<file path="src/sv/fmsq_pkg.sv">
// shared types and codes for the oldest-or-highest serve queue
`default_nettype none
package fmsq_pkg;

  localparam logic [1:0] CMD_ARRIVE  = 2'd0;
  localparam logic [1:0] CMD_OLDEST  = 2'd1;
  localparam logic [1:0] CMD_HIGHEST = 2'd2;

  localparam logic [1:0] STATUS_STORED = 2'd0;
  localparam logic [1:0] STATUS_SERVED = 2'd1;
  localparam logic [1:0] STATUS_EMPTY  = 2'd2;
  localparam logic [1:0] STATUS_FULL   = 2'd3;

  typedef enum logic [2:0] {
    S_CLEAR,
    S_IDLE,
    S_SCAN,
    S_DRAIN,
    S_COMMIT
  } state_t;

endpackage
`default_nettype wire

</file>
<file path="src/sv/fmsq_ram.sv">
// generic single-port-write ram with registered read
`default_nettype none
module fmsq_ram #(
  parameter int WIDTH = 8,
  parameter int DEPTH = 64
) (
  input  wire logic                     clk,
  input  wire logic                     we,
  input  wire logic [$clog2(DEPTH)-1:0] waddr,
  input  wire logic [WIDTH-1:0]         wdata,
  input  wire logic [$clog2(DEPTH)-1:0] raddr,
  output logic      [WIDTH-1:0]         rdata
);

  logic [WIDTH-1:0] mem [DEPTH];

  always_ff @(posedge clk) begin
    if (we) begin
      mem[waddr] <= wdata;
    end
    rdata <= mem[raddr];
  end

endmodule
`default_nettype wire

</file>
<file path="src/sv/fmsq_cmp.sv">
// shared candidate-versus-best compare unit used during a table scan
`default_nettype none
module fmsq_cmp #(
  parameter int VALUE_BITS = 16,
  parameter int ID_BITS    = 32
) (
  input  wire logic [1:0]            cmd,
  input  wire logic                  found,
  input  wire logic                  cand_valid,
  input  wire logic [VALUE_BITS-1:0] cand_value,
  input  wire logic [ID_BITS-1:0]    cand_arrival,
  input  wire logic [ID_BITS-1:0]    counter,
  input  wire logic [VALUE_BITS-1:0] best_value,
  input  wire logic [ID_BITS-1:0]    best_age,
  output logic                       take,
  output logic      [ID_BITS-1:0]    cand_age
);
  import fmsq_pkg::*;

  logic older;

  always_comb begin
    cand_age = counter - cand_arrival;
    older    = cand_age > best_age;
    case (cmd)
      CMD_ARRIVE:  take = !cand_valid && !found;
      CMD_OLDEST:  take = cand_valid && (!found || older);
      CMD_HIGHEST: take = cand_valid && (!found || (cand_value > best_value) ||
                                         ((cand_value == best_value) && older));
      default:     take = 1'b0;
    endcase
  end

endmodule
`default_nettype wire

</file>
<file path="src/sv/fifo_or_max_value_serve_queue.sv">
// top level: entry table in ram, scan sequencer and result register
//
// channel  dir  handshake            payload
// in_      in   in_valid / in_stall  in_command, in_value
// out_     out  out_valid / out_stall out_served_id, out_status
//
// every request with command 0 to 2 scans all ENTRIES slots through the one
// compare unit, one slot per cycle, then passes a drain and a commit state;
// the result is registered in commit, and the next request is taken once commit is done
// after reset a clearing pass writes all ENTRIES slots before the first request
// code 3 requests are taken without a scan and give no result
// a result waiting on out_stall holds the next request in its commit state
`default_nettype none
module fifo_or_max_value_serve_queue #(
  parameter int ENTRIES    = 64,
  parameter int VALUE_BITS = 16,
  parameter int ID_BITS    = 32
) (
  input  wire logic                  clk,
  input  wire logic                  rst_n,
  input  wire logic                  in_valid,
  output logic                       in_stall,
  input  wire logic [1:0]            in_command,
  input  wire logic [VALUE_BITS-1:0] in_value,
  output logic                       out_valid,
  input  wire logic                  out_stall,
  output logic      [31:0]           out_served_id,
  output logic      [1:0]            out_status
);
  import fmsq_pkg::*;

  localparam int AW = $clog2(ENTRIES);
  localparam int WW = 1 + VALUE_BITS + ID_BITS;
  localparam logic [AW-1:0] LAST = AW'(ENTRIES - 1);

  state_t state_r, state_nxt;
  logic [AW-1:0]         addr_r;
  logic [AW-1:0]         rd_idx_r;
  logic                  rd_pend_r;
  logic [1:0]            cmd_r;
  logic [VALUE_BITS-1:0] val_r;
  logic                  found_r;
  logic [AW-1:0]         best_idx_r;
  logic [ID_BITS-1:0]    best_age_r;
  logic [VALUE_BITS-1:0] best_val_r;
  logic [ID_BITS-1:0]    best_arr_r;
  logic [ID_BITS-1:0]    ctr_r;
  logic                  out_valid_r;
  logic [31:0]           out_served_id_r;
  logic [1:0]            out_status_r;

  logic                  ram_we;
  logic [AW-1:0]         ram_waddr;
  logic [WW-1:0]         ram_wdata;
  logic [WW-1:0]         ram_rdata;
  logic                  take;
  logic [ID_BITS-1:0]    cand_age;
  logic                  in_go;
  logic                  commit_go;
  logic [ID_BITS+31:0]   arr_ext;

  fmsq_ram #(
    .WIDTH (WW),
    .DEPTH (ENTRIES)
  ) u_ram (
    .clk   (clk),
    .we    (ram_we),
    .waddr (ram_waddr),
    .wdata (ram_wdata),
    .raddr (addr_r),
    .rdata (ram_rdata)
  );

  fmsq_cmp #(
    .VALUE_BITS (VALUE_BITS),
    .ID_BITS    (ID_BITS)
  ) u_cmp (
    .cmd          (cmd_r),
    .found        (found_r),
    .cand_valid   (ram_rdata[WW-1]),
    .cand_value   (ram_rdata[ID_BITS +: VALUE_BITS]),
    .cand_arrival (ram_rdata[ID_BITS-1:0]),
    .counter      (ctr_r),
    .best_value   (best_val_r),
    .best_age     (best_age_r),
    .take         (take),
    .cand_age     (cand_age)
  );

  assign in_stall  = (state_r != S_IDLE);
  assign in_go     = in_valid && (state_r == S_IDLE);
  assign commit_go = (state_r == S_COMMIT) && (!out_valid_r || !out_stall);
  assign arr_ext   = {32'd0, best_arr_r};

  assign out_valid     = out_valid_r;
  assign out_served_id = out_served_id_r;
  assign out_status    = out_status_r;

  always_comb begin
    state_nxt = state_r;
    case (state_r)
      S_CLEAR: begin
        if (addr_r == LAST) state_nxt = S_IDLE;
      end
      S_IDLE: begin
        if (in_valid && (in_command inside {CMD_ARRIVE, CMD_OLDEST, CMD_HIGHEST})) begin
          state_nxt = S_SCAN;
        end
      end
      S_SCAN: begin
        if (addr_r == LAST) state_nxt = S_DRAIN;
      end
      S_DRAIN: state_nxt = S_COMMIT;
      S_COMMIT: begin
        if (commit_go) state_nxt = S_IDLE;
      end
      default: state_nxt = S_IDLE;
    endcase
  end

  always_comb begin
    ram_we    = 1'b0;
    ram_waddr = addr_r;
    ram_wdata = '0;
    case (state_r)
      S_CLEAR: ram_we = 1'b1;
      S_COMMIT: begin
        ram_waddr = best_idx_r;
        ram_we    = commit_go && found_r;
        if (cmd_r == CMD_ARRIVE) begin
          ram_wdata = {1'b1, val_r, ctr_r + ID_BITS'(1)};
        end
      end
      default: ram_we = 1'b0;
    endcase
  end

  always_ff @(posedge clk) begin
    if (!rst_n) begin
      state_r     <= S_CLEAR;
      addr_r      <= '0;
      rd_pend_r   <= 1'b0;
      found_r     <= 1'b0;
      ctr_r       <= '0;
      out_valid_r <= 1'b0;
    end else begin
      state_r   <= state_nxt;
      rd_pend_r <= (state_r == S_SCAN);
      if (state_r == S_CLEAR || state_r == S_SCAN) begin
        addr_r <= (addr_r == LAST) ? '0 : addr_r + AW'(1);
      end
      if (in_go) begin
        found_r <= 1'b0;
      end else if (rd_pend_r && take) begin
        found_r <= 1'b1;
      end
      if (commit_go) begin
        out_valid_r <= 1'b1;
        if (cmd_r == CMD_ARRIVE && found_r) ctr_r <= ctr_r + ID_BITS'(1);
      end else if (out_valid_r && !out_stall) begin
        out_valid_r <= 1'b0;
      end
    end
  end

  always_ff @(posedge clk) begin
    rd_idx_r <= addr_r;
    if (in_go) begin
      cmd_r <= in_command;
      val_r <= in_value;
    end
    if (rd_pend_r && take) begin
      best_idx_r <= rd_idx_r;
      best_age_r <= cand_age;
      best_val_r <= ram_rdata[ID_BITS +: VALUE_BITS];
      best_arr_r <= ram_rdata[ID_BITS-1:0];
    end
    if (commit_go) begin
      if (cmd_r == CMD_ARRIVE) begin
        out_status_r    <= found_r ? STATUS_STORED : STATUS_FULL;
        out_served_id_r <= '0;
      end else if (found_r) begin
        out_status_r    <= STATUS_SERVED;
        out_served_id_r <= arr_ext[31:0];
      end else begin
        out_status_r    <= STATUS_EMPTY;
        out_served_id_r <= '0;
      end
    end
  end

  a_cmp_after_scan: assert property (@(posedge clk) disable iff (!rst_n)
    rd_pend_r |-> $past(state_r) == S_SCAN)
    else $error("compare slot without a read issued in scan");

  a_result_from_commit: assert property (@(posedge clk) disable iff (!rst_n)
    $rose(out_valid_r) |-> $past(state_r) == S_COMMIT)
    else $error("result raised outside commit");

  a_id_only_when_served: assert property (@(posedge clk) disable iff (!rst_n)
    (out_valid_r && out_status_r != STATUS_SERVED) |-> out_served_id_r == 32'd0)
    else $error("nonzero id on a result that served nothing");

  a_counter_steps: assert property (@(posedge clk) disable iff (!rst_n)
    (ctr_r != $past(ctr_r)) |-> (ctr_r == $past(ctr_r) + ID_BITS'(1)))
    else $error("arrival counter moved by more than one");

endmodule
`default_nettype wire
</file>
<file path="config.mk">
export PLATFORM = sky130hd
export DESIGN_NAME = fifo_or_max_value_serve_queue
export DESIGN_NICKNAME = d
export VERILOG_FILES = /design/src/sv/fmsq_pkg.sv /design/src/sv/fmsq_ram.sv /design/src/sv/fmsq_cmp.sv /design/src/sv/fifo_or_max_value_serve_queue.sv
export SDC_FILE = /design/constraint.sdc
export NUM_CORES = 2
export LEC_CHECK = 0
export BUFFER_PORTS_ARGS = -buffer_cell sky130_fd_sc_hd__buf_2
export CAP_MARGIN = 0
export CORE_ASPECT_RATIO = 1.2
export CORE_MARGIN = 2
export CORE_UTILIZATION = 56
export DETAILED_ROUTE_END_ITERATION = 12
export GPL_TIMING_DRIVEN = 0
export PLACE_DENSITY = 0.77
export SLEW_MARGIN = 10
export SYNTH_ARGS = -nofsm -noshare
export SYNTH_HDL_FRONTEND = slang
export SYNTH_HIERARCHICAL = 1
export SYNTH_SLANG_ARGS = --single-unit
export TNS_END_PERCENT = 5
</file>
<file path="constraint.sdc">
create_clock -name clk -period 6.7 [get_ports clk]
set_input_delay 1.34 -clock clk [delete_from_list [all_inputs] [get_ports clk]]
set_output_delay 1.34 -clock clk [all_outputs]
set_load 0.02 [all_outputs]
</file>
==> results.json <==
{
  "hold_viol_final": 0,
  "dp.cells": 9686,
  "wl_per_cell_um": 44.4,
  "synth_cell_types": 73,
  "finalCritPeriodShare_pct": 90.4,
  "cts-buffers-inserted": 303,
  "gp_congestion": 0.909,
  "avgViaCountPerCell": 7.61,
  "p_per_area_nw_per_um2": 284,
  "crit_path_start_kind": "flop",
  "synth_top_area_share_pct": 75.3,
  "synth-main-ff-cell": "edfxtp_1",
  "hold_class": "flop to flop",
  "clkSinkCount": 3373,
  "grt_use_total_pct": 38.2,
  "start_util_pct": 56.2,
  "skew_ns": 0.0642,
  "worstPathMaxFanout": 46,
  "synth_seq_cells": 3373,
  "hold_buffers": 0,
  "p_total_mw": 42.9,
  "period_minus_slack_ns": 6.06,
  "yosysWarningCount": 6,
  "hpwl_um": 290000,
  "overflow": 0,
  "clk_path_buf_depth": 4,
  "final_layout_size_suffix_gt1_share_pct": 25.3,
  "fillers": 13756,
  "status": "finished, violations left",
  "yosysMostFrequentCell": "edfxtp_1",
  "syn2layout_area_growth_pct": 15.5,
  "syn_area_per_cell_um2": 20.7,
  "htreeDepth": 5,
  "arrival_ns": 6.63,
  "ys_async_sr_fraction_pct": 0,
  "yosys.area.top_type": "edfxtp_1",
  "path_class": "flop to flop",
  "grt_pass1_vias": 75865,
  "root_buffer": "clkbuf_16",
  "rows": 194,
  "final_core_util_pct": 64.9,
  "synth_edf_count": 3274,
  "worst_pin_slew_ns": 1.62,
  "critical_path_required_ns": 7.28,
  "cts_tree": "done",
  "ant_nets": 0,
  "cts.clk_slew.worst_paths_ns": 0.07,
  "die_height_um": 533,
  "whs_ns": 0.412,
  "crit_chain": "inv_1 -> ha_1 -> inv_1 -> fa_1 -> a21o_1 -> a221oi_4 -> a221oi_2 -> a211o_1 -> o31a_1 -> a311oi_2 -> xnor2_1 -> ha_1 -> nand4_1 -> or2_2 -> o311ai_1 -> nor4_1 -> o31ai_1 -> o2111a_1 -> and2_4 -> buf_16",
  "antenna_found_initial": 40,
  "dr_total_vias": 78121,
  "port_buffers": 57,
  "drv_cap": 4,
  "clock_latency_ns": 0.90,
  "wl_um": 456000,
  "firstDrtPassIters": 12,
  "syn_area_um2": 131000,
  "core_um2": 232000,
  "critPathCaptureType": "flop",
  "die_x_um": 445,
  "fin_cells": 10271,
  "post-cts-setup-buffer-count": 0,
  "grt_start_max_net_pins": 65,
  "drcViolationCount": 3,
  "io_pins": 58,
  "clock.fmax_ghz": 0.165,
  "rsz0062_at_grt": "false",
  "final_max_slew_viol_count": 38,
  "cp_slowest_cell": "and2_4",
  "drt_iter0_drc": 16275,
  "critical_path.max_stage_delay_ns": 0.51,
  "max_slew_margin_pct": -8.33,
  "setup_viol": 0,
  "final_nets": 7064,
  "cts_resized": 0,
  "p_leak_nw": 52.2,
  "grt_pass1_wl_um": 613000,
  "dieArea_um2": 237000,
  "violations": "DRC, capacitance limit, slew limit",
  "yosys-top-cells-area": "edfxtp_1 75%, mux4_2 13%, dfxtp_1 1.5%",
  "ys_seq_area_share_pct": 76.8,
  "synthCells": 6320,
  "setup_tns_ns": 0,
  "vdd_drop_max_v": 0.000223,
  "synth_nets": 6431,
  "synth_common_cells": "3,274 x edfxtp_1, 743 x mux4_2, 255 x nand2_1"
}
-- final timing paths --
check,slack [ns],cells past startpoint,start,to
max,0.64,20,ctr_r[0],best_val_r[9]
min reg2reg,0.41,0,rd_idx_r[3],best_idx_r[3]
max reg2reg,0.64,20,ctr_r[0],best_val_r[9]
min,0.41,0,rd_idx_r[3],best_idx_r[3]
-- power breakdown --
| part | switching, mW | internal (mW) |
|---|---|---|
| Clock | 7.77 | 9.38 |
| Sequential | 0.0960 | 23.0 |
| Combinational | 1.85 | 0.802 |
-- cells in the final DEF, fill, tap and decap left out, types with 23 or more instances in the layout --
master	instances
o22ai_1	86
diode_2	53
and2_1	55
and3_1	48
a211oi_1	46
clkbuf_1	207
nand4_1	108
or4_1	27
edfxtp_1	3274
mux2i_1	87
o221ai_1	78
nand2_1	255
nor2_1	61
buf_16	74
a22oi_1	95
buf_6	29
nor2b_1	37
o21ai_0	35
nand3_1	104
xnor2_1	28
nor2_4	74
or3_1	25
clkinv_1	56
dfxtp_1	99
buf_12	177
clkbuf_2	23
clkinv_2	50
mux4_2	743
o31ai_1	29
buf_2	151
a21oi_1	126
a311oi_1	23
ha_1	88
clkbuf_16	313
inv_1	99
buf_4	57
-- through the flow --
| step | setup WS [ns] | area (µm²) |
|---|---|---|
| after global routing | 0.374 | 151000 |
| after CTS | 0.727 | 151000 |
| after detailed placement | 0.749 | 141000 |
| after global placement | -6.19 | 135000 |
| final | 0.643 | 151000 |
| after floorplan | 0.207 | 131000 |
-- registers in the layout, indices dropped and copies added (netlist names), 16 cells and up --
| signal | count |
|---|---|
| best_age_r | 32 |
| best_arr_r | 32 |
| best_val_r | 16 |
| ctr_r | 32 |
| out_served_id | 32 |
| u_ram/mem | 3136 |
| u_ram/rdata | 49 |
| val_r | 16 |
-- cell type report --
| cell class | instances | area, µm² | share of cell area [%] |
|---|---|---|---|
| Clock buffer | 386 | 8210 | 5.44 |
| Clock inverter | 146 | 1200 | 0.799 |
| Tap cell | 3038 | 3800 | 2.52 |
| Buffer | 349 | 1820 | 1.20 |
| Multi-Input combinational cell | 2497 | 28900 | 19.2 |
| Antenna cell | 53 | 133 | 0.0879 |
| Sequential cell | 3373 | 100000 | 66.5 |
| Inverter | 101 | 379 | 0.251 |
| Timing Repair Buffer | 328 | 6030 | 4.00 |
-- critical path: cells and delay by family, from the launching register on --
family / cells / cell delay (ns)
flops: 1 / 0.46
fa+ha+maj: 3 / 0.88
buf+inv: 3 / 0.51
simple gates: 4 / 1.14
xor+xnor: 1 / 0.14
compound gates: 9 / 2.56
-- kinds of logic after synthesis --
| family | synth area share [%] |
|---|---|
| DFF | 76.8 |
| and+or+nand+nor | 3.54 |
| muxes | 13.5 |
| AOI/OAI and AO/OA | 3.30 |
| buffers and inverters | 1.66 |
| adders and majority gates | 0.859 |
| xor gates and xnor gates | 0.329 |
-- routing by layer --
metal / GRT usage [%] / share of wire, %
met1: 43.2 / 28
met2: 54.9 / 43
met3: 18.2 / 18
met4: 31.8 / 11
met5: 0.904 / 0.099
No activity file was read; power rests on OpenSTA's default activity.
